==> src/rtl/mrsp_pkg.sv <==
// Shared types, constants and the status length table for the MIDI running status parser.
// No dependencies; every other file imports this package.
`default_nettype none

package mrsp_pkg;

    localparam int NUM_PORTS   = 2;
    localparam int PORT_W      = 1;
    localparam int NUM_EV      = 3;
    localparam int EV_CNT_W    = 2;
    localparam int QUEUE_DEPTH = 2;
    localparam int QPTR_W      = 1;
    localparam int QCNT_W      = 2;
    localparam logic [7:0] OPEN_LENGTH = 8'd255;
    localparam logic [7:0] RT_FIRST    = 8'hF8;

    localparam logic [1:0] EV_START    = 2'd0;
    localparam logic [1:0] EV_DATA     = 2'd1;
    localparam logic [1:0] EV_END      = 2'd2;
    localparam logic [1:0] EV_REALTIME = 2'd3;

    typedef struct packed {
        logic [PORT_W-1:0] src_port;
        logic [1:0]        event_kind;
        logic [7:0]        value;
        logic              by_running_status;
        logic              is_raw;
        logic              complete;
    } evt_t;

    // all events caused by one byte, in order
    typedef struct packed {
        evt_t [NUM_EV-1:0]   ev;
        logic [EV_CNT_W-1:0] cnt;
    } bundle_t;

    typedef struct packed {
        logic    full;
        logic    empty;
        bundle_t head;
    } queue_stat_t;

    function automatic logic [7:0] len_for_status(input logic [7:0] s);
        logic [7:0] len;
        begin
            len = 8'd0;
            case (s[7:4]) inside
                4'h8, 4'h9, 4'hA, 4'hB, 4'hE: len = 8'd2;
                4'hC, 4'hD:                    len = 8'd1;
                4'hF:
                begin
                    case (s[3:0]) inside
                        4'h0:       len = OPEN_LENGTH;
                        4'h1, 4'h3: len = 8'd1;
                        4'h2:       len = 8'd2;
                        default:    len = 8'd0;
                    endcase
                end
                default: len = 8'd0;
            endcase
            return len;
        end
    endfunction

endpackage

`default_nettype wire

==> src/rtl/mrsp_queue.sv <==
// Two-entry bundle queue between front end and back end.
// Depends on mrsp_pkg.
`default_nettype none

module mrsp_queue
    import mrsp_pkg::*;
(
    input  wire logic    clk,
    input  wire logic    rst_n,
    input  wire logic    push,
    input  wire bundle_t push_data,
    input  wire logic    pop,
    output queue_stat_t  stat
);

    bundle_t           entry_reg [QUEUE_DEPTH];
    logic [QPTR_W-1:0] wr_ptr_reg, wr_ptr_next;
    logic [QPTR_W-1:0] rd_ptr_reg, rd_ptr_next;
    logic [QCNT_W-1:0] count_reg, count_next;
    logic              do_push;
    logic              do_pop;

    always_comb
    begin
        stat.full   = count_reg == QCNT_W'(QUEUE_DEPTH);
        stat.empty  = count_reg == '0;
        stat.head   = entry_reg[rd_ptr_reg];
        do_push     = push && !stat.full;
        do_pop      = pop && !stat.empty;
        wr_ptr_next = do_push ? wr_ptr_reg + 1'b1 : wr_ptr_reg;
        rd_ptr_next = do_pop ? rd_ptr_reg + 1'b1 : rd_ptr_reg;
        count_next  = count_reg + QCNT_W'(do_push) - QCNT_W'(do_pop);
    end

    always_ff @(posedge clk or negedge rst_n)
    begin
        if (!rst_n)
        begin
            wr_ptr_reg <= '0;
            rd_ptr_reg <= '0;
            count_reg  <= '0;
        end
        else
        begin
            wr_ptr_reg <= wr_ptr_next;
            rd_ptr_reg <= rd_ptr_next;
            count_reg  <= count_next;
        end
    end

    always_ff @(posedge clk)
    begin
        if (do_push)
        begin
            entry_reg[wr_ptr_reg] <= push_data;
        end
    end

endmodule

`default_nettype wire

==> config.mk <==
export PLATFORM = sky130hd
export DESIGN_NAME = mrsp_queue
export DESIGN_NICKNAME = d
export VERILOG_FILES = /design/src/rtl/mrsp_pkg.sv /design/src/rtl/mrsp_queue.sv
export SDC_FILE = /design/constraint.sdc
export NUM_CORES = 1
export LEC_CHECK = 0
export BUFFER_PORTS_ARGS = -buffer_cell sky130_fd_sc_hd__buf_2
export CAP_MARGIN = 0
export CORE_ASPECT_RATIO = 1.75
export CORE_MARGIN = 4
export CORE_UTILIZATION = 41
export CTS_CLUSTER_DIAMETER = 120
export DETAILED_ROUTE_END_ITERATION = 8
export HOLD_SLACK_MARGIN = 0.15
export PLACE_DENSITY = 0.68
export SETUP_SLACK_MARGIN = 0.15
export SLEW_MARGIN = 20
export SYNTH_ARGS = -nofsm -noshare
export SYNTH_HDL_FRONTEND = slang
export SYNTH_SLANG_ARGS = --single-unit
==> constraint.sdc <==
create_clock -name clk -period 9.13 [get_ports clk]
set_input_delay 0.4565 -clock clk [delete_from_list [all_inputs] [get_ports clk]]
set_output_delay 0.4565 -clock clk [all_outputs]
set_load 0.005 [all_outputs]
==> run_results.csv <==
group,metric,value,unit
status,status,"completed",
critical_path,cp-end-kind,"output port",
die,fp-row-count,44,
global_routing,grt_max_degree,45,
clock_network,root_buffer,"clkbuf_16",
pwr,ir_worst_vdd,0.233,mV
critical_path,cpMaxStageDelayCell,"dfrtp_2",
route,dr_total_vias,1717,
yosys,syn_nets,205,
timing,tightestPinTransition,0.682,ns
timing,drv_slew,0,
finish,final_layout_size_suffix_gt1_share,60.3,%
pwr,power_density,314,mW/mm²
yosys,synth.avg_cell_area,23.1,µm²
critical_path,cp.arrival,2.18,ns
critical_path,reg2reg_slack,7.47,ns
critical_path,crit_start,"rd_ptr_reg",
die,initial_core_util,42.5,%
place,place_area,0.00412,mm²
yosys,synth_area_leaders,"edfxtp_1, mux2_4, dfrtp_1",
global_routing,grt_first_pass_wirelength,9080,µm
finish,post-route-cell-area,0.00443,mm²
critical_path,reg2regPathDepth,4,
yosys,synth_top_area_share,73.9,%
flow_run,maxCapViolCount,0,
clock_network,numCtsBuffers,9,
route,drcViolationCount,0,
route,first_iter_violations,68,
clock_network,cts_tree,"done",
finish,nNetsFinal,307,
yosys,ys_seq_elements,92,
timing,max_freq,379,MHz
global_routing,antenna_found_initial,0,
clock_network,clkTransAtPathRegs,0.06,ns
route,drt-vias-per-instance,4.55,
clock_network,htree_levels,3,
yosys,synth-seq-area-share,76.7,%
timing,rsz0062_at_grt,"no",
hold_path,hold_class,"in2reg",
pwr,p_leak,1.79,nW
yosys,synthCells,155,
clock_network,cts_setup_buffers,0,
place,dpl.hpwl,4020,µm
finish,syn_to_final_growth,23.9,%
global_routing,grt_usage,11.9,%
die,dieArea,0.0103,mm²
yosys,synth_area,0.00358,mm²
yosys,yosys_warnings,0,
timing,relSlewSlack,54.5,%
timing,hold_violations,0,
yosys,yosysTopAreaCell,"edfxtp_1",
finish,layout_commonest_cell,"buf_2",
finish,multi_input_area,747,µm²
route,routedWlPerCell,15.7,µm
critical_path,path_cells,"buf_4 -> mux2_2 -> buf_2",
route,drtPass1Iterations,4,
critical_path,critPathLaunchType,"flop",
critical_path,timing.rr.start,"count_reg[1]",
finish,largest_register_ffs,88,
critical_path,r2r_end,"entry_reg[0][34]",
timing,finalSetupTns,0,ns
timing,finalSetupViolCount,0,
place,gp_congestion,0.682,
place,port_buffers,93,
route,wirelength,5930,µm
critical_path,worstPathMaxFanout,24,
die,coreArea,0.00842,mm²
finish,num-fill-cells,674,
route,antenna_left,0,
die,die_w,78.6,µm
critical_path,path_class,"reg2out",
finish,regArea,0.00274,mm²
critical_path,endpoint,"stat[34]",
clock_network,clk_path_buf_depth,2,
critical_path,cp.required,8.67,ns
timing,period_share,28.9,%
global_routing,grt_pass1_vias,1843,
critical_path,cpPeakStageDelay,0.81,ns
timing,period_needed,2.64,ns
finish,final_cell_mix,"buf_2, edfxtp_1, mux2_4, clkbuf_16, mux2_2",
global_routing,overflow,0,
die,die_h,132,µm
clock_network,insertion_delay,0.33,ns
timing,fin_skew,0.00511,ns
clock_network,cts_sinks,92,
finish,antenna_cells,0,
die,ios,94,
yosys,synth_cell_types,15,
## worst min path at each step
stage	startpoint	end	slack [ns]	cells after the start
6_report	push_data[30]	entry_reg[0][30]	0.31	1
5_1_grt	push_data[11]	entry_reg[0][11]	0.29	1
4_1_cts	push_data[11]	entry_reg[1][11]	0.29	1
3_5_place_dp	rst_n	count_reg[0]	0.28	1
3_3_place_gp	rst_n	count_reg[0]	0.27	1
2_1_floorplan	rst_n	count_reg[0]	0.16	0
## metal layers
metal	part of all wire, %	vias up	global-route usage, %
met5	0	-	0
met3	6.7	9	4.04
met1	35	843	11.5
li1	-	809	-
met2	56	56	21.8
met4	1.9	0	6.13
## stage by stage
| step | util, % | cells | total power [mW] | hold WS, ns | setup slack (ns) |
|---|---|---|---|---|---|
| after global placement | 48.9 | 360 | 1.04 | 0.275 | 6.85 |
| after CTS | 52.6 | 377 | 1.42 | 0.295 | 6.43 |
| after global routing | 52.6 | 377 | 1.47 | 0.291 | 6.35 |
| after detailed placement | 48.9 | 360 | 1.05 | 0.276 | 6.80 |
| after floorplan | - | 155 | 0.931 | 0.161 | 6.24 |
| final | 52.6 | 377 | 1.39 | 0.310 | 6.49 |
## synthesized netlist by cell type
cell type / number
and3_1: 1
buf_12: 4
buf_6: 1
dfrtp_1: 4
edfxtp_1: 88
ha_1: 2
inv_1: 2
mux2_2: 5
mux2_4: 39
nand2_1: 1
nand2b_1: 1
nor2_1: 2
nor2b_2: 1
xnor2_1: 3
xor2_1: 1
## what timing repair did
action | in CTS | in global routing
gates resized for setup | 0 | 0
hold buffers | 1 | 0
hold endpoints to repair | 4 | 0
## power breakdown
group,internal [mW],leakage [nW],total (mW),switching (mW)
clock,0.213,0.148,0.363,0.150
combinational,0.228,0.779,0.398,0.170
sequential,0.579,0.863,0.632,0.0522
total,1.02,1.79,1.39,0.372
## logic make-up (layout without fill, tap and decap cells)
family                     Yosys count  in the layout  synth area share [%]
and+or+nand+nor                      6              6                 0.910
xor gates and xnor gates             4              4                 0.980
muxes                               44             44                  17.9
DFF                                 92             92                  76.7
adders and majority gates            2              2                 0.700
buffers and inverters                7            114                  2.76
## critical path: cells and delay by family (launching register included)
| kind | cells | cell delay (ns) |
|---|---|---|
| flip-flops | 1 | 0.81 |
| buffers and inverters | 2 | 0.63 |
| multiplexers | 1 | 0.39 |
## cell type report
type,count,share of cell area (%)
well taps,115,3.25
multi-input cells,56,16.9
inverters,2,0.169
clock buffers,9,5.08
repair buffers,96,11.1
flip-flops and latches,92,61.9
clock inverters,7,1.67
Power figures use the tool's default switching activity.
