**config.mk**
```make
export PLATFORM = sky130hd
export DESIGN_NAME = mrsp_front
export DESIGN_NICKNAME = d
export VERILOG_FILES = /design/src/rtl/mrsp_pkg.sv /design/src/rtl/mrsp_front.sv
export SDC_FILE = /design/constraint.sdc
export NUM_CORES = 1
export LEC_CHECK = 0
export BUFFER_PORTS_ARGS = -buffer_cell sky130_fd_sc_hd__clkbuf_2
export CAP_MARGIN = 0
export CORE_MARGIN = 10
export CORE_UTILIZATION = 25
export DETAILED_ROUTE_END_ITERATION = 8
export PLACE_DENSITY = 0.42
export SKIP_LAST_GASP = 1
export SYNTH_ARGS = -nofsm -noshare
export SYNTH_HDL_FRONTEND = slang
export SYNTH_SLANG_ARGS = --single-unit
```
**constraint.sdc**
```tcl
create_clock -name clk -period 6.2 [get_ports clk]
set_input_delay 1.24 -clock clk [delete_from_list [all_inputs] [get_ports clk]]
set_output_delay 1.24 -clock clk [all_outputs]
set_load 0.1 [all_outputs]
```
**src/rtl/mrsp_pkg.sv**
```systemverilog
// Shared types, constants and the status length table for the MIDI running status parser.
// No dependencies; every other file imports this package.
`default_nettype none

package mrsp_pkg;

    localparam int NUM_PORTS   = 2;
    localparam int PORT_W      = 1;
    localparam int NUM_EV      = 3;
    localparam int EV_CNT_W    = 2;
    localparam int QUEUE_DEPTH = 2;
    localparam int QPTR_W      = 1;
    localparam int QCNT_W      = 2;
    localparam logic [7:0] OPEN_LENGTH = 8'd255;
    localparam logic [7:0] RT_FIRST    = 8'hF8;

    localparam logic [1:0] EV_START    = 2'd0;
    localparam logic [1:0] EV_DATA     = 2'd1;
    localparam logic [1:0] EV_END      = 2'd2;
    localparam logic [1:0] EV_REALTIME = 2'd3;

    typedef struct packed {
        logic [PORT_W-1:0] src_port;
        logic [1:0]        event_kind;
        logic [7:0]        value;
        logic              by_running_status;
        logic              is_raw;
        logic              complete;
    } evt_t;

    // all events caused by one byte, in order
    typedef struct packed {
        evt_t [NUM_EV-1:0]   ev;
        logic [EV_CNT_W-1:0] cnt;
    } bundle_t;

    typedef struct packed {
        logic    full;
        logic    empty;
        bundle_t head;
    } queue_stat_t;

    function automatic logic [7:0] len_for_status(input logic [7:0] s);
        logic [7:0] len;
        begin
            len = 8'd0;
            case (s[7:4]) inside
                4'h8, 4'h9, 4'hA, 4'hB, 4'hE: len = 8'd2;
                4'hC, 4'hD:                    len = 8'd1;
                4'hF:
                begin
                    case (s[3:0]) inside
                        4'h0:       len = OPEN_LENGTH;
                        4'h1, 4'h3: len = 8'd1;
                        4'h2:       len = 8'd2;
                        default:    len = 8'd0;
                    endcase
                end
                default: len = 8'd0;
            endcase
            return len;
        end
    endfunction

endpackage

`default_nettype wire

```
**src/rtl/mrsp_front.sv**
```systemverilog
// Front end: accepts bytes, keeps per-port parse state, emits one event bundle per byte.
// Depends on mrsp_pkg.
`default_nettype none

module mrsp_front
    import mrsp_pkg::*;
(
    input  wire logic              clk,
    input  wire logic              rst_n,
    input  wire logic              in_valid,
    input  wire logic [PORT_W-1:0] in_port,
    input  wire logic [7:0]        in_byte,
    input  wire logic              queue_full,
    output      logic              in_ready,
    output      logic              push,
    output      bundle_t           push_data
);

    logic [NUM_PORTS-1:0] receiving_reg, receiving_next;
    logic [NUM_PORTS-1:0] running_ok_reg, running_ok_next;
    logic [7:0]           data_count_reg     [NUM_PORTS];
    logic [7:0]           expected_count_reg [NUM_PORTS];
    logic [7:0]           last_status_reg    [NUM_PORTS];

    logic                accept;
    logic                port_ok;
    logic                is_status;
    logic                is_rt;
    logic                cont;
    logic                end0;
    logic                open_after;
    logic                dat;
    logic                end_d;
    logic                upd;
    logic [7:0]          new_exp;
    logic [7:0]          base_cnt;
    logic [7:0]          base_exp;
    logic [7:0]          cnt_inc;
    logic [EV_CNT_W-1:0] n;
    evt_t                blank;

    assign in_ready = !queue_full;
    assign accept   = in_valid && in_ready;

    always_comb
    begin
        port_ok   = int'(in_port) < NUM_PORTS;
        is_status = in_byte[7];
        is_rt     = in_byte >= RT_FIRST;
        cont      = receiving_reg[in_port] && !is_status;

        if (is_status)
        begin
            new_exp = len_for_status(in_byte);
        end
        else if (running_ok_reg[in_port])
        begin
            new_exp = len_for_status(last_status_reg[in_port]);
        end
        else
        begin
            new_exp = OPEN_LENGTH;
        end

        base_cnt   = cont ? data_count_reg[in_port] : 8'd0;
        base_exp   = cont ? expected_count_reg[in_port] : new_exp;
        end0       = !cont && (new_exp == 8'd0);
        open_after = cont || !end0;
        dat        = !is_status && open_after;
        cnt_inc    = base_cnt + 8'd1;
        end_d      = dat && (base_exp == cnt_inc);
        upd        = accept && port_ok && !is_rt;

        blank                   = '0;
        blank.src_port          = in_port;
        push_data               = '0;
        n                       = '0;

        if (is_rt)
        begin
            push_data.ev[n]            = blank;
            push_data.ev[n].event_kind = EV_REALTIME;
            push_data.ev[n].value      = in_byte;
            n                          = n + 1'b1;
        end
        else
        begin
            // status cuts an open message short
            if (receiving_reg[in_port] && is_status)
            begin
                push_data.ev[n]            = blank;
                push_data.ev[n].event_kind = EV_END;
                n                          = n + 1'b1;
            end
            if (!cont)
            begin
                push_data.ev[n]            = blank;
                push_data.ev[n].event_kind = EV_START;
                if (is_status)
                begin
                    push_data.ev[n].value = in_byte;
                end
                else if (running_ok_reg[in_port])
                begin
                    push_data.ev[n].value             = last_status_reg[in_port];
                    push_data.ev[n].by_running_status = 1'b1;
                end
                else
                begin
                    push_data.ev[n].is_raw = 1'b1;
                end
                n = n + 1'b1;
                if (end0)
                begin
                    push_data.ev[n]            = blank;
                    push_data.ev[n].event_kind = EV_END;
                    push_data.ev[n].complete   = 1'b1;
                    n                          = n + 1'b1;
                end
            end
            if (dat)
            begin
                push_data.ev[n]            = blank;
                push_data.ev[n].event_kind = EV_DATA;
                push_data.ev[n].value      = in_byte;
                n                          = n + 1'b1;
                if (end_d)
                begin
                    push_data.ev[n]            = blank;
                    push_data.ev[n].event_kind = EV_END;
                    push_data.ev[n].complete   = 1'b1;
                    n                          = n + 1'b1;
                end
            end
        end
        push_data.cnt = n;
        push          = accept && port_ok && (n != '0);

        receiving_next  = receiving_reg;
        running_ok_next = running_ok_reg;
        if (upd)
        begin
            receiving_next[in_port] = open_after && !end_d;
            if (!cont && is_status)
            begin
                running_ok_next[in_port] = (in_byte >= 8'h80) && (in_byte <= 8'hEF);
            end
        end
    end

    always_ff @(posedge clk or negedge rst_n)
    begin
        if (!rst_n)
        begin
            receiving_reg  <= '0;
            running_ok_reg <= '0;
        end
        else
        begin
            receiving_reg  <= receiving_next;
            running_ok_reg <= running_ok_next;
        end
    end

    always_ff @(posedge clk)
    begin
        if (upd)
        begin
            data_count_reg[in_port] <= dat ? cnt_inc : base_cnt;
            if (!cont)
            begin
                expected_count_reg[in_port] <= base_exp;
                if (is_status)
                begin
                    last_status_reg[in_port] <= in_byte;
                end
            end
        end
    end

endmodule

`default_nettype wire

```
==> metrics.md <==
| Metric | Value |
|---|---|
| Status | `complete, no violations` |
| Area after DPL | `0.00436 mm^2` |
| Maxcap violations | `0` |
| CTS buffer count | `5` |
| Main combinational cell family by area after synthesis | `simple AND/OR/NAND/NOR gates` |
| Startpoint of the worst hold path | `running_ok_reg[0]` |
| Initial Util | `25.3%` |
| Area contributors post-synth | `edfxtp_1 (41%), nand2_1 (3.4%), and2_1 (3.2%)` |
| CTS H-tree lvls | `2` |
| Worst vdd ir | `0.000148 V` |
| Power share of the clock group | `22.8%` |
| CTS tree | `yes` |
| Reg2Reg Setup Slack | `2.75 ns` |
| Vias in the first global route | `2867` |
| Slew HR | `29.0%` |
| Drt total wl | `10400 um` |
| Netlist cell types | `74` |
| Clock tree buffer depth | `2` |
| Largest net degree at the start of global routing | `20` |
| Layout area overhead | `29.4%` |
| Detailed Place HPWL | `7840 um` |
| Root buffer cell | `clkbuf_16` |
| Crit path capture type | `output pin` |
| Cts repair resizes | `0` |
| Cts-stage hold buffer count | `0` |
| CTS Sinks | `52` |
| Share of the synthesized area in the top cell type | `41.2%` |
| DRT Pass-1 Iters | `4` |
| Finished Layout Cells | `564` |
| Post-synthesis register bit count | `52` |
| Number of synthesized flops with an enable pin | `48` |
| Setup slack after layout | `0.246 ns` |
| CP Data Required Time | `4.96 ns` |
| Antenna Cells | `0` |
| Maximum clock frequency | `168 MHz` |
| Hold depth | `1` |
| Final Cell Area | `0.00453 mm^2` |
| Fin crit period | `5.95 ns` |
| Seq/Total Area, Yosys | `44.0%` |
| Post-Syn Area | `0.00350 mm^2` |
| Core Box Area | `0.0138 mm^2` |
| Post-Synth Adder-Cell Area | `1.79%` |
| Chip Width | `138 um` |
| Syn Area/Cell | `10.5 um^2` |
| Iter 0 DRT Violations | `180` |
| Height of the die | `138 um` |
| Switching part of the total | `43.5%` |
| Max-slew violations | `0` |
| Compound-Gate Fraction of Synth Area | `16.4%` |
| Crit Path Category | `in2out` |
| GRT overflow | `0` |
| Leakage | `1.71 nW` |
| Net count, final | `401` |
| Most frequent cells in the layout | `edfxtp_1 (48), nand2_1 (32), clkbuf_2 (27)` |
| Worst-Skew Late Latency | `0.30 ns` |
| Hold Path End | `running_ok_reg[0]` |
| Reg2reg end | `receiving_reg[1]` |
| Reg2reg path depth | `9` |
| CP max FO | `16` |
| Initial antenna violation count | `0` |
| PD cells | `305 mW/mm^2` |
| Comb pwr share | `46.3%` |
| Mux cell area share after synthesis | `4.57%` |
| Final setup viols | `0` |
| Ys async rst share | `7.69%` |
| Post-Synthesis Cells | `333` |
| Layout fillers | `1422` |
| Final GP Congestion | `0.766` |
| Cell row count | `43` |
| Post-CTS setup buffers | `0` |
| Routed Antenna Nets | `0` |
| Layout Skew | `0.0116 ns` |
| I/O pin cnt | `59` |
| Reg-to-Reg Start | `receiving_reg[0]` |
| P_sw | `0.602 mW` |
| RSZ-0062 raised after global routing | `no` |
| Xor/xnor share of the synthesized area | `3.54%` |
| First-pass GRT wire length | `16600 um` |
| Post-synthesis simple-gate area fraction | `23.1%` |
| HP Class | `reg2reg` |
| DP Worst Slack | `0.223 ns` |
| Final Cycle Share | `96.0%` |
| Fraction of layout cells with a size suffix above 1 | `28.6%` |
| Die ar. | `0.0191 mm^2` |
| Via density | `5.00` |
| Reg clk slew, reported paths | `0.06 ns` |
| IO Port Bufs | `52` |
| Total placed cells including tap cells | `556` |
| Gr usage total | `10.5%` |
| Vias post-DR | `2819` |
| Fin. Hold Viols | `0` |
| Flop pwr share | `30.9%` |
| Leading cell type in the layout, fill and taps excluded | `edfxtp_1` |
| Critical Path AT | `4.71 ns` |
| Wire per inst | `18.4 um` |
| Startpoint Class | `input port` |
| Post-synth top area cell | `edfxtp_1` |
| Ys flop type | `edfxtp_1` |
| Ys Warns | `0` |
| Drc violations | `0` |
| Int Pwr | `0.781 mW` |
| Worst Tran Pin Value | `1.06 ns` |
critical path: stages:
cell and delay (ns):
clkbuf_2 0.23, or4b_1 0.59, a221oi_1 0.38, o311a_2 0.27, a21oi_1 0.06, and2_1 0.18
ha_1 0.35, nand2_1 0.16, ha_1 0.16, nor2b_1 0.17, nand2_1 0.12, a41oi_2 0.33
and2_1 0.24, buf_12 0.19
worst max-delay path by stage:
stage | startpoint | endpoint | slack (ns) | cells past startpoint
final | in_port | push_data[38] | 0.25 | 14
after global routing | in_port | push_data[38] | 0.05 | 14
after CTS | in_port | push_data[38] | 0.22 | 14
after detailed placement | in_port | push_data[38] | 0.22 | 14
after global placement | in_port | push_data[33] | 0.33 | 14
after floorplan | in_port | push_data[28] | -0.12 | 10
power by group through the flow:
stage          Sequential [mW]  Clock (mW)  Combinational [mW]
6_report                 0.427       0.315               0.640
5_1_grt                  0.430       0.331               0.677
4_1_cts                  0.427       0.320               0.645
3_5_place_dp             0.435           0               0.643
3_3_place_gp             0.434           0               0.643
2_1_floorplan            0.421           0               0.486
layout make-up:
cell class / instances / area (um^2) / share of cell area, %
flip-flops and latches: 52 / 1540 / 34.0
multi-input cells: 250 / 1840 / 40.5
clock buffers: 5 / 125 / 2.76
well taps: 180 / 225 / 4.97
clock inverters: 3 / 42.5 / 0.939
inverters: 11 / 41.3 / 0.911
repair buffers: 63 / 718 / 15.9
metal layers:
metal	track usage (%)	vias up	share of wire, %
met5	0	-	0
met4	3.22	0	1.1
met3	2.47	6	5.9
met2	16.6	79	47
met1	13.9	1384	46
li1	-	1350	-
synth_stat cells, types with 4 or more instances:
| cell type | instances |
|---|---|
| edfxtp_1 | 48 |
| nand2_1 | 32 |
| a21oi_1 | 19 |
| and2_1 | 18 |
| nor2_1 | 17 |
| nand3_1 | 11 |
| buf_4 | 10 |
| inv_1 | 10 |
| o21ai_0 | 9 |
| mux2_2 | 8 |
| nand3b_1 | 8 |
| nor3_1 | 8 |
| mux2i_1 | 7 |
| clkbuf_1 | 6 |
| nor2b_1 | 6 |
| a22oi_1 | 5 |
| ha_1 | 5 |
| o22ai_1 | 5 |
| xnor2_1 | 5 |
| a31oi_1 | 4 |
| dfrtp_1 | 4 |
| nand4_1 | 4 |
| nand4b_1 | 4 |
| xor2_1 | 4 |
cells by family after synthesis:
logic type                 after synthesis
and+or+nand+nor                        137
AOI/OAI and AO/OA                       76
DFF                                     52
buffers and inverters                   36
muxes                                   15
xor gates and xnor gates                11
adders and majority gates                5
other                                    1
stage by stage:
step	TNS (ns)	power, mW	utilization, %	hold slack [ns]
finish	0	1.38	32.8	0.599
global route	0	1.44	32.8	0.602
global placement	0	1.08	31.6	0.586
detailed placement	0	1.08	31.6	0.592
floorplan	-0.122	0.906	-	0.534
CTS	0	1.39	32.8	0.598
Note: power is estimated with default switching activity, not from simulation.
