### src/rtl/mrsp_pkg.sv
// Shared types, constants and the status length table for the MIDI running status parser.
// No dependencies; every other file imports this package.
`default_nettype none

package mrsp_pkg;

    localparam int NUM_PORTS   = 2;
    localparam int PORT_W      = 1;
    localparam int NUM_EV      = 3;
    localparam int EV_CNT_W    = 2;
    localparam int QUEUE_DEPTH = 2;
    localparam int QPTR_W      = 1;
    localparam int QCNT_W      = 2;
    localparam logic [7:0] OPEN_LENGTH = 8'd255;
    localparam logic [7:0] RT_FIRST    = 8'hF8;

    localparam logic [1:0] EV_START    = 2'd0;
    localparam logic [1:0] EV_DATA     = 2'd1;
    localparam logic [1:0] EV_END      = 2'd2;
    localparam logic [1:0] EV_REALTIME = 2'd3;

    typedef struct packed {
        logic [PORT_W-1:0] src_port;
        logic [1:0]        event_kind;
        logic [7:0]        value;
        logic              by_running_status;
        logic              is_raw;
        logic              complete;
    } evt_t;

    // all events caused by one byte, in order
    typedef struct packed {
        evt_t [NUM_EV-1:0]   ev;
        logic [EV_CNT_W-1:0] cnt;
    } bundle_t;

    typedef struct packed {
        logic    full;
        logic    empty;
        bundle_t head;
    } queue_stat_t;

    function automatic logic [7:0] len_for_status(input logic [7:0] s);
        logic [7:0] len;
        begin
            len = 8'd0;
            case (s[7:4]) inside
                4'h8, 4'h9, 4'hA, 4'hB, 4'hE: len = 8'd2;
                4'hC, 4'hD:                    len = 8'd1;
                4'hF:
                begin
                    case (s[3:0]) inside
                        4'h0:       len = OPEN_LENGTH;
                        4'h1, 4'h3: len = 8'd1;
                        4'h2:       len = 8'd2;
                        default:    len = 8'd0;
                    endcase
                end
                default: len = 8'd0;
            endcase
            return len;
        end
    endfunction

endpackage

`default_nettype wire

### src/rtl/mrsp_back.sv
// Back end: walks the head bundle one event per cycle, whenever the output register is free, into that register.
// Depends on mrsp_pkg.
`default_nettype none

module mrsp_back
    import mrsp_pkg::*;
(
    input  wire logic        clk,
    input  wire logic        rst_n,
    input  wire queue_stat_t stat,
    input  wire logic        out_ready,
    output      logic        pop,
    output      logic        out_valid,
    output      evt_t        out_evt,
    output      logic        out_last
);

    logic [EV_CNT_W-1:0] idx_reg, idx_next;
    logic                valid_reg, valid_next;
    evt_t                evt_reg, evt_next;
    logic                last_reg, last_next;
    logic                load;
    logic                is_last;

    always_comb
    begin
        load       = (!valid_reg || out_ready) && !stat.empty;
        is_last    = idx_reg == (stat.head.cnt - 1'b1);
        pop        = load && is_last;
        idx_next   = idx_reg;
        valid_next = valid_reg;
        evt_next   = evt_reg;
        last_next  = last_reg;
        if (load)
        begin
            evt_next   = stat.head.ev[idx_reg];
            last_next  = is_last;
            valid_next = 1'b1;
            idx_next   = is_last ? '0 : idx_reg + 1'b1;
        end
        else if (out_ready)
        begin
            valid_next = 1'b0;
        end
    end

    always_ff @(posedge clk or negedge rst_n)
    begin
        if (!rst_n)
        begin
            idx_reg   <= '0;
            valid_reg <= 1'b0;
        end
        else
        begin
            idx_reg   <= idx_next;
            valid_reg <= valid_next;
        end
    end

    always_ff @(posedge clk)
    begin
        evt_reg  <= evt_next;
        last_reg <= last_next;
    end

    assign out_valid = valid_reg;
    assign out_evt   = evt_reg;
    assign out_last  = last_reg;

endmodule

`default_nettype wire
### config.mk
export PLATFORM = sky130hd
export DESIGN_NAME = mrsp_back
export DESIGN_NICKNAME = d
export VERILOG_FILES = /design/src/rtl/mrsp_pkg.sv /design/src/rtl/mrsp_back.sv
export SDC_FILE = /design/constraint.sdc
export NUM_CORES = 1
export LEC_CHECK = 0
export BUFFER_PORTS_ARGS = -buffer_cell sky130_fd_sc_hd__buf_2
export CAP_MARGIN = 40
export CORE_AREA = 4 4 47 65
export CTS_CLUSTER_DIAMETER = 100
export CTS_CLUSTER_SIZE = 16
export DETAILED_ROUTE_END_ITERATION = 16
export DIE_AREA = 0 0 51 69
export GPL_TIMING_DRIVEN = 0
export PLACE_DENSITY = 0.75
export SLEW_MARGIN = 10
export SYNTH_ARGS = -nofsm -noshare
export SYNTH_HDL_FRONTEND = slang
export SYNTH_SLANG_ARGS = --single-unit
### constraint.sdc
create_clock -name clk -period 2 [get_ports clk]
set_input_delay 0.4 -clock clk [delete_from_list [all_inputs] [get_ports clk]]
set_output_delay 0.4 -clock clk [all_outputs]
set_load 0.02 [all_outputs]
==> run_results.csv, run 1 <==
group,metric,value,unit
worst_hold_path,hold_class,"input port to register",
worst_hold_path,holdCritStartpoint,"stat[44]",
drt,drt-initial-drc-count,14,
worst_hold_path,min_path_cells,2,
yosys,yosysUniqueCellTypes,20,
drt,ant_nets,0,
sta,hold_violations,0,
yosys,ys_seq_area_share,55.4,%
placement,finalWeightedCongestion,0.716,
die,rows,21,
clock_tree,clock_path_buffers,2,
worst_setup_path,slowest_stage,"dfrtp_1",
drt,routed_wl,2420,um
yosys,synth_area,948,sq um
die,die_area,3520,sq um
grt,grt_util_all_layers,15.1,%
run_status,outcome,"finished clean",
placement,placed_area,1310,sq um
worst_setup_path,worst_r2r_startpoint,"idx_reg[0]",
placement,place_ws,-0.0532,ns
final_layout,multiInputGateArea,395,sq um
drt,dr.pass1.iters,4,
grt,grt_pass1_vias,885,
worst_setup_path,ff2ff_setup_slack,0.49,ns
yosys,yosysTopAreaCellShare,47.5,%
final_layout,insertedDiodeCount,0,
yosys,ys_ff_latch,18,
sta,fmax,0.526,GHz
clock_tree,htreeDepth,1,
worst_hold_path,hold_end,"out_valid",
yosys,yosysWarningCount,0,
worst_setup_path,critical_path_class,"register to primary output",
final_layout,fin_area,1380,sq um
job,maxCapViolations,0,
die,fp.dieW,51,um
worst_setup_path,cp_cell_sequence,"nor2b_1 -> or2_2 -> clkinvlp_4 -> and2_1 -> buf_4",
die,chipHeight,69,um
worst_setup_path,arrival,1.50,ns
drt,via_per_inst,4.69,
sta,finClkSkew,0.000787,ns
worst_setup_path,rr_worst_depth,4,
clock_tree,cts.clk_slew.worst_paths,0.10,ns
final_layout,ff_latch_area,526,sq um
clock_tree,cts_buffers,3,
worst_setup_path,timing.rr.end,"out_evt[2]",
yosys,syn-instance-count,82,
die,ios,66,
yosys,synthTopCellsByArea,"edfxtp_1 47%, mux2i_1 16%, dfrtp_1 7.9%",
sta,slew-limit-headroom,74.0,%
clock_tree,cts_tree,"yes",
sta,finalMaxSlewViolations,0,
sta,worst_pin_slew,0.389,ns
power,p_per_area,1040,nW/um^2
placement,dp.cells,180,
clock_tree,cts.sinks,18,
sta,setup_slack,0.0996,ns
final_layout,syn2layout_area_growth,45.1,%
clock_tree,cts-root-buf,"clkbuf_4",
yosys,syn_nets,131,
grt,grt_antenna_before_repair,0,
final_layout,final_cell_count_no_fill,186,
power,power.total,1.44,mW
grt,grt_pass1_wl,3970,um
sta,finalSetupViolations,0,
final_layout,largest_reg_flops,14,
yosys,avgSynthCellArea,11.6,sq um
worst_setup_path,critical-path-top-delay-family,"simple AND/OR/NAND/NOR gates",
yosys,synth_top_cell_by_area,"edfxtp_1",
grt,grt_max_degree,16,
worst_setup_path,worstSetupEndpointType,"primary output",
sta,post-route-period-util,95.0,%
power,p_leak,0.659,nW
power,ir_drop,0.439,mV
sta,rsz0062_at_grt,"no",
worst_setup_path,worstPathMaxFanout,4,
final_layout,layout-drive-gt1-share,50.0,%
drt,wl_per_cell,13.0,um
worst_setup_path,worstSetupStartpointType,"register",
final_layout,fillers,224,
worst_setup_path,crit_path_max_incr_delay,0.39,ns
drt,vias,873,
placement,detailed_place_hpwl,1950,um
die,core,2440,sq um
placement,io_buffers,64,
worst_setup_path,critPathRequiredTime,1.60,ns
die,start_util,38.8,%
final_layout,fin_nets,202,
grt,grt_overflow,0,
clock_tree,insertion_delay,0.29,ns
worst_setup_path,crit_buf_inv,2,
sta,period_needed,1.90,ns
drt,drcViolationCount,0,
## synth_stat cells (all sizes together)
cell type and instances:
a21o 1, nor3 1, o21ai 14, a221o 1, mux2i 15, a211oi 1, xnor2 1, buf 3
nand2b 3, nand2 14, nor2b 3, edfxtp 15, or2 1, and2 1, dfrtp 3, a2111oi 1
inv 2, clkbuf 2
## cell families after synthesis
family,after synthesis,synth area share (%)
simple gates,23,11.3
compound gates,18,11.6
buf+inv,7,4.09
flops,18,55.4
mux,15,15.8
xor+xnor,1,1.72
## cell usage in the layout (no fill, tap or decap), types with 3 or more instances in the layout
| master | netlist | final |
|---|---|---|
| buf_2 | 1 | 64 |
| mux2i_1 | 15 | 15 |
| edfxtp_1 | 15 | 15 |
| nand2_1 | 14 | 14 |
| o21ai_0 | 14 | 14 |
| buf_4 | 1 | 4 |
| nor2b_1 | 3 | 3 |
| nand2b_1 | 3 | 3 |
| clkbuf_4 | 0 | 3 |
| dfrtp_1 | 3 | 3 |
## per-layer routing
metal / vias to the layer above / share of wire [%] / GRT usage, %
met2: 38 / 54 / 26.3
met4: 0 / 3.5 / 10.2
li1: 435 / - / -
met1: 394 / 36 / 16.6
met3: 6 / 6.4 / 1.29
met5: - / 0 / 0
## through the flow
stage          setup TNS (ns)  utilization, %  hold slack (ns)
3_3_place_gp          -0.0339            53.7            0.199
2_1_floorplan               0               -            0.104
5_1_grt                     0            56.3            0.317
6_report                    0            56.3            0.314
4_1_cts                     0            55.6            0.306
3_5_place_dp          -0.0532            53.7            0.203
## layout make-up
class,instances,share of cell area (%)
Sequential cell,18,38.2
Multi-Input combinational cell,57,28.7
Timing Repair Buffer,67,25.3
Tap cell,34,3.09
Buffer,4,2.00
Clock buffer,3,1.64
Inverter,2,0.818
Clock inverter,1,0.273
## where the power goes
part           switching [mW]  internal, mW  leakage [nW]
Combinational           0.373         0.313         0.463
Sequential             0.0385         0.530         0.180
Clock                   0.108        0.0725        0.0154
Total                   0.520         0.916         0.659
## worst max-delay path by stage
stage / start / end / slack [ns] / depth (start not counted)
global placement: stat[44] / pop / -0.03 / 5
detailed placement: stat[44] / pop / -0.05 / 5
finish: out_valid / pop / 0.1 / 5
floorplan: out_valid / pop / 0.06 / 4
global route: out_valid / pop / 0.03 / 5
CTS: idx_reg[1] / pop / 0.02 / 5
## timing repair
item | 4_1_cts | 5_1_grt
hold buffers | 1 | 0
buffers inserted | 1 | 1
resized for setup | 1 | 2
endpoints found under the setup margin | 1 | 1
endpoints found under the hold margin | 3 | 0
pin swaps | 0 | 1
Note: power is estimated with default switching activity, not from simulation.
==> run 2: changes to the inputs <==
--- a/config.mk
+++ b/config.mk
@@ -12,8 +12,7 @@
 export CTS_CLUSTER_SIZE = 16
 export DETAILED_ROUTE_END_ITERATION = 16
 export DIE_AREA = 0 0 51 69
-export GPL_TIMING_DRIVEN = 0
-export PLACE_DENSITY = 0.75
+export PLACE_DENSITY_LB_ADDON = 0.08
 export SLEW_MARGIN = 10
 export SYNTH_ARGS = -nofsm -noshare
 export SYNTH_HDL_FRONTEND = slang
==> run_results.csv, run 2 (synthesis gave the netlist of run 1 again) <==
group,metric,value,unit
run_status,outcome,"finished clean",
sta,hold_violations,0,
worst_hold_path,hold_class,"input port to register",
worst_setup_path,crit_path_max_incr_delay,0.38,ns
final_layout,insertedDiodeCount,0,
die,core,2440,sq um
clock_tree,insertion_delay,0.28,ns
power,ir_drop,0.675,mV
grt,grt_util_all_layers,14.5,%
sta,hold_ws,0.328,ns
grt,grt_most_used_layer,"met2",
worst_setup_path,rr_worst_depth,4,
sta,slew-limit-headroom,74.2,%
worst_setup_path,critical_path_class,"register to primary output",
clock_tree,post_cts_buffers,0,
clock_tree,htreeDepth,1,
worst_setup_path,crit_path_start,"out_valid",
die,start_util,38.8,%
final_layout,syn2layout_area_growth,43.5,%
final_layout,layout-drive-gt1-share,50.0,%
sta,finClkSkew,0.0111,ns
die,fp.dieW,51,um
worst_setup_path,worst_r2r_startpoint,"out_valid",
placement,dp.cells,181,
die,chipHeight,69,um
drt,wl_per_cell,12.6,um
worst_setup_path,timing.rr.end,"out_evt[3]",
drt,ant_nets,0,
clock_tree,cts_resized,0,
final_layout,final_common_cell,"buf_2",
grt,grt_max_degree,16,
sta,finalSetupViolations,0,
worst_setup_path,cp-endpoint,"pop",
sta,post-route-period-util,93.1,%
sta,fin_tns_setup,0,ns
worst_setup_path,worstSetupEndpointType,"primary output",
clock_tree,cts.clk_slew.worst_paths,0.09,ns
sta,fmax,0.537,GHz
worst_setup_path,cp_cell_sequence,"nor2b_1 -> or2_2 -> inv_1 -> and2_1 -> buf_2",
placement,io_buffers,64,
clock_tree,clock_path_buffers,2,
worst_setup_path,slowest_stage,"dfrtp_1",
final_layout,largest_reg_flops,14,
die,die_area,3520,sq um
worst_setup_path,critPathRequiredTime,1.60,ns
grt,grt_overflow,0,
grt,grt_pass1_vias,937,
final_layout,fin_area,1360,sq um
drt,via_per_inst,4.61,
clock_tree,cts-root-buf,"clkbuf_4",
placement,finalWeightedCongestion,0.661,
grt,grt_antenna_before_repair,0,
sta,worst_pin_slew,0.385,ns
worst_setup_path,worstSetupStartpointType,"register",
power,p_leak,0.667,nW
worst_setup_path,worstPathMaxFanout,4,
drt,drcViolationCount,0,
grt,grt_use_met2,28.3,%
worst_setup_path,ff2ff_setup_slack,0.55,ns
final_layout,layout_common_cells,"64 x buf_2, 15 x mux2i_1, 15 x edfxtp_1",
placement,placed_area,1330,sq um
clock_tree,cts.sinks,18,
placement,detailed_place_hpwl,1920,um
sta,finalMaxSlewViolations,0,
final_layout,fin_nets,202,
drt,routed_wl,2350,um
sta,period_needed,1.86,ns
drt,drt-initial-drc-count,24,
drt,dr.pass1.iters,3,
drt,vias,858,
sta,rsz0062_at_grt,"no",
final_layout,final_cell_count_no_fill,186,
clock_tree,cts_tree,"yes",
power,p_per_area,1040,nW/um^2
grt,grt_use_met1,14.1,%
worst_setup_path,arrival,1.46,ns
grt,gr-usage-met3,2.37,%
job,maxCapViolations,0,
grt,grt_pass1_wl,3900,um
die,rows,21,
die,ios,66,
clock_tree,cts_buffers,3,
## run 2: cell types whose count changed in the layout (fill, tap and decap cells not counted)
cell / delta
buf_4: +2
buf_6: -1
clkinv_1: -1
clkinvlp_4: -1
inv_1: +1
xnor2_2: +1
xnor2_4: -1
## run 2: cell type report
class,count,area (sq um)
well taps,34,42.5
fillers,229,1080
repair buffers,71,375
clock buffers,4,26.3
multi-input cells,57,384
inverters,2,7.51
flip-flops and latches,18,526
## run 2: metrics by stage
stage / util, % / worst slack, ns / total power [mW]
floorplan: - / 0.0554 / 1.04
global placement: 53.9 / 0.273 / 1.22
detailed placement: 54.2 / 0.344 / 1.25
CTS: 55.7 / 0.0888 / 1.44
global route: 55.7 / 0.0128 / 1.53
finish: 55.7 / 0.138 / 1.41
## run 2: per-layer routing
metal	vias up	wire length [um]
met5	-	0
met4	0	21
met3	2	164
met2	34	1290
met1	386	876
li1	436	-
## run 2: what timing repair did
action / CTS / global route
endpoints found under the hold margin: 3 / 0
hold buffers: 1 / 0
setup endpoints to repair: 0 / 1
## run 2: critical path, delay by kind of cell (launching register included)
family        cells  cell delay (ns)
buf+inv           2             0.22
flops             1             0.38
simple gates      3             0.58
## run 2: where the power goes
part	leakage (nW)	total [mW]	internal [mW]	switching, mW
Combinational	0.472	0.656	0.300	0.356
Sequential	0.180	0.573	0.530	0.0434
Clock	0.0150	0.181	0.0773	0.104
Total	0.667	1.41	0.907	0.503
## run 2: worst min path at each step
stage / from / end / slack (ns) / cells after the start
3_5_place_dp: rst_n / out_valid / 0.20 / 1
2_1_floorplan: rst_n / idx_reg[0] / 0.10 / 0
5_1_grt: stat[44] / out_valid / 0.31 / 2
4_1_cts: stat[44] / out_valid / 0.32 / 2
3_3_place_gp: rst_n / out_valid / 0.20 / 1
6_report: stat[44] / out_valid / 0.33 / 2
==> run 3: changes to the inputs <==
--- a/config.mk
+++ b/config.mk
@@ -5,13 +5,14 @@
 export SDC_FILE = /design/constraint.sdc
 export NUM_CORES = 1
 export LEC_CHECK = 0
+export ABC_AREA = 1
 export BUFFER_PORTS_ARGS = -buffer_cell sky130_fd_sc_hd__buf_2
 export CAP_MARGIN = 40
-export CORE_AREA = 4 4 47 65
+export CORE_AREA = 4 4 49 68
 export CTS_CLUSTER_DIAMETER = 100
 export CTS_CLUSTER_SIZE = 16
 export DETAILED_ROUTE_END_ITERATION = 16
-export DIE_AREA = 0 0 51 69
+export DIE_AREA = 0 0 53 72
 export PLACE_DENSITY_LB_ADDON = 0.08
 export SLEW_MARGIN = 10
 export SYNTH_ARGS = -nofsm -noshare
==> constraint.sdc (replaced) <==
create_clock -name clk -period 2 [get_ports clk]
set_input_delay 0.4 -clock clk [delete_from_list [all_inputs] [get_ports clk]]
set_output_delay 0.4 -clock clk [all_outputs]
set_load 0.005 [all_outputs]
==> run_results.csv, run 3 <==
group,metric,value,unit
placement,dp.cells,208,
clock_tree,cts_buffers,3,
run_status,outcome,"finished clean",
yosys,avgSynthCellArea,10.0,sq um
sta,period_needed,1.79,ns
yosys,synth.most_common_cell,"o21ai_0",
drt,vias,1009,
drt,drcViolationCount,0,
yosys,syn-instance-count,112,
yosys,synth_top_cell_by_area,"edfxtp_1",
drt,dr.pass1.iters,3,
yosys,yosysUniqueCellTypes,20,
yosys,synth_edf_count,15,
power,p_per_area,1080,nW/um^2
grt,grt_antenna_before_repair,0,
placement,io_buffers,64,
yosys,synth_area,1120,sq um
yosys,yosysTopAreaCellShare,40.0,%
placement,detailed_place_hpwl,2070,um
yosys,syn_nets,161,
final_layout,fin_nets,226,
drt,via_per_inst,4.74,
final_layout,fillers,280,
power,p_leak,0.682,nW
grt,grt_overflow,0,
placement,place_ws,0.356,ns
worst_setup_path,arrival,1.39,ns
final_layout,ff_latch_area,527,sq um
final_layout,insertedDiodeCount,0,
sta,post-route-period-util,89.6,%
die,start_util,40.3,%
sta,worst_pin_slew,0.333,ns
yosys,synthTopCellsByArea,"edfxtp_1 40%, nand3_2 11%, o21ai_0 8.0%",
grt,grt_pass1_wl,4280,um
yosys,ys_seq_area_share,46.7,%
final_layout,layout_common_cells,"64 x buf_2, 18 x o21ai_0, 15 x edfxtp_1",
grt,grt_max_degree,31,
job,maxCapViolations,0,
sta,setup_slack,0.209,ns
worst_setup_path,worstSetupStartpointType,"register",
worst_setup_path,worstSetupEndpointType,"primary output",
sta,slew-limit-headroom,77.8,%
worst_setup_path,critical_path_class,"register to primary output",
clock_tree,cts-root-buf,"clkbuf_8",
final_layout,syn2layout_area_growth,31.5,%
final_layout,final_cell_count_no_fill,213,
clock_tree,insertion_delay,0.25,ns
die,core,2790,sq um
clock_tree,htreeDepth,1,
yosys,yosysWarningCount,0,
drt,ant_nets,0,
drt,routed_wl,2620,um
die,chipHeight,72,um
yosys,ys_top_cells_by_count,"18 x o21ai_0, 15 x edfxtp_1, 14 x nor2_1",
clock_tree,clock_path_buffers,2,
grt,grt_use_met2,26.7,%
yosys,synth_ff_type,"edfxtp_1",
grt,grt_util_all_layers,14.8,%
die,die_area,3820,sq um
power,power.total,1.60,mW
die,rows,23,
sta,finalMaxSlewViolations,0,
die,fp.dieW,53,um
drt,wl_per_cell,12.3,um
worst_setup_path,worstPathMaxFanout,30,
sta,fmax,0.558,GHz
sta,rsz0062_at_grt,"no",
sta,finalSetupViolations,0,
final_layout,final_util,53.0,%
clock_tree,cts.clk_slew.worst_paths,0.07,ns
final_layout,layout-drive-gt1-share,56.8,%
die,ios,66,
drt,drt-initial-drc-count,23,
worst_hold_path,hold_class,"input port to register",
placement,finalWeightedCongestion,0.689,
final_layout,multiInputGateArea,464,sq um
yosys,ys_ff_latch,18,
grt,grt_most_used_layer,"met2",
final_layout,final_common_cell,"buf_2",
grt,grt_pass1_vias,1027,
sta,fin_tns_setup,0,ns
grt,grt_use_met1,16.7,%
final_layout,largest_reg_flops,14,
yosys,async_flop_share,16.7,%
sta,finClkSkew,0.00273,ns
sta,hold_violations,0,
clock_tree,cts_tree,"yes",
power,ir_drop,0.869,mV
clock_tree,cts.sinks,18,
grt,gr-usage-met3,2.46,%
worst_setup_path,critPathRequiredTime,1.60,ns
[run 3: kinds of logic (layout without fill, tap and decap cells)]
kind of cell / Yosys count / after routing / share of synthesized area, %
buffers and inverters: 17 / 81 / 12.0
AO/OA/AOI/OAI: 29 / 29 / 16.2
AND/OR/NAND/NOR: 48 / 48 / 25.0
flip-flops: 18 / 18 / 46.7
[run 3: through the flow]
step                hold WS (ns)  cell area (sq um)
finish                     0.321               1480
global route               0.332               1480
CTS                        0.320               1480
detailed placement         0.201               1420
global placement           0.201               1420
floorplan                  0.104               1120
[run 3: final cells by class]
type / instances / share of cell area [%]
sequential: 18 / 35.6
multi-input combinational: 77 / 31.4
timing repair buffer: 68 / 23.9
tap: 37 / 3.13
clock buffer: 4 / 3.05
inverter: 9 / 2.96
[run 3: where the power goes]
group          internal (mW)  total (mW)  switching, mW
clock network          0.141       0.261          0.120
logic                  0.284       0.714          0.430
registers              0.548       0.627         0.0784
total                  0.974        1.60          0.628
[run 3: path summary, 6_finish.rpt]
kind | startpoint | end | slack (ns) | depth (start not counted)
max | idx_reg[0] | pop | 0.21 | 7
max reg2reg | idx_reg[0] | out_evt[6] | 0.73 | 3
min in group asynchronous | rst_n | out_valid | 0.48 | 2
min | stat[44] | out_valid | 0.32 | 2
min reg2reg | out_valid | out_valid | 0.54 | 2
max in group asynchronous | rst_n | idx_reg[1] | 1.40 | 2
[run 3: what timing repair did]
item | 4_1_cts | 5_1_grt
resized for setup | 0 | 1
buffers inserted | 0 | 0
endpoints found under the setup margin | 0 | 1
hold buffers | 1 | 0
hold endpoints to repair | 3 | 0
[run 3: routing by layer]
metal,up-vias,share of wire (%)
met2,39,53
met5,-,0
met1,458,36
met3,2,9.4
li1,510,-
met4,0,0.76
[run 3: worst max-delay path, cell delays in order, from the launching register on]
cell and delay [ns]:
dfrtp_1 0.54, inv_8 0.15, nor2_4 0.11, nand3_2 0.07, nand2_2 0.08, nand2_2 0.05, inv_1 0.04, buf_2 0.10
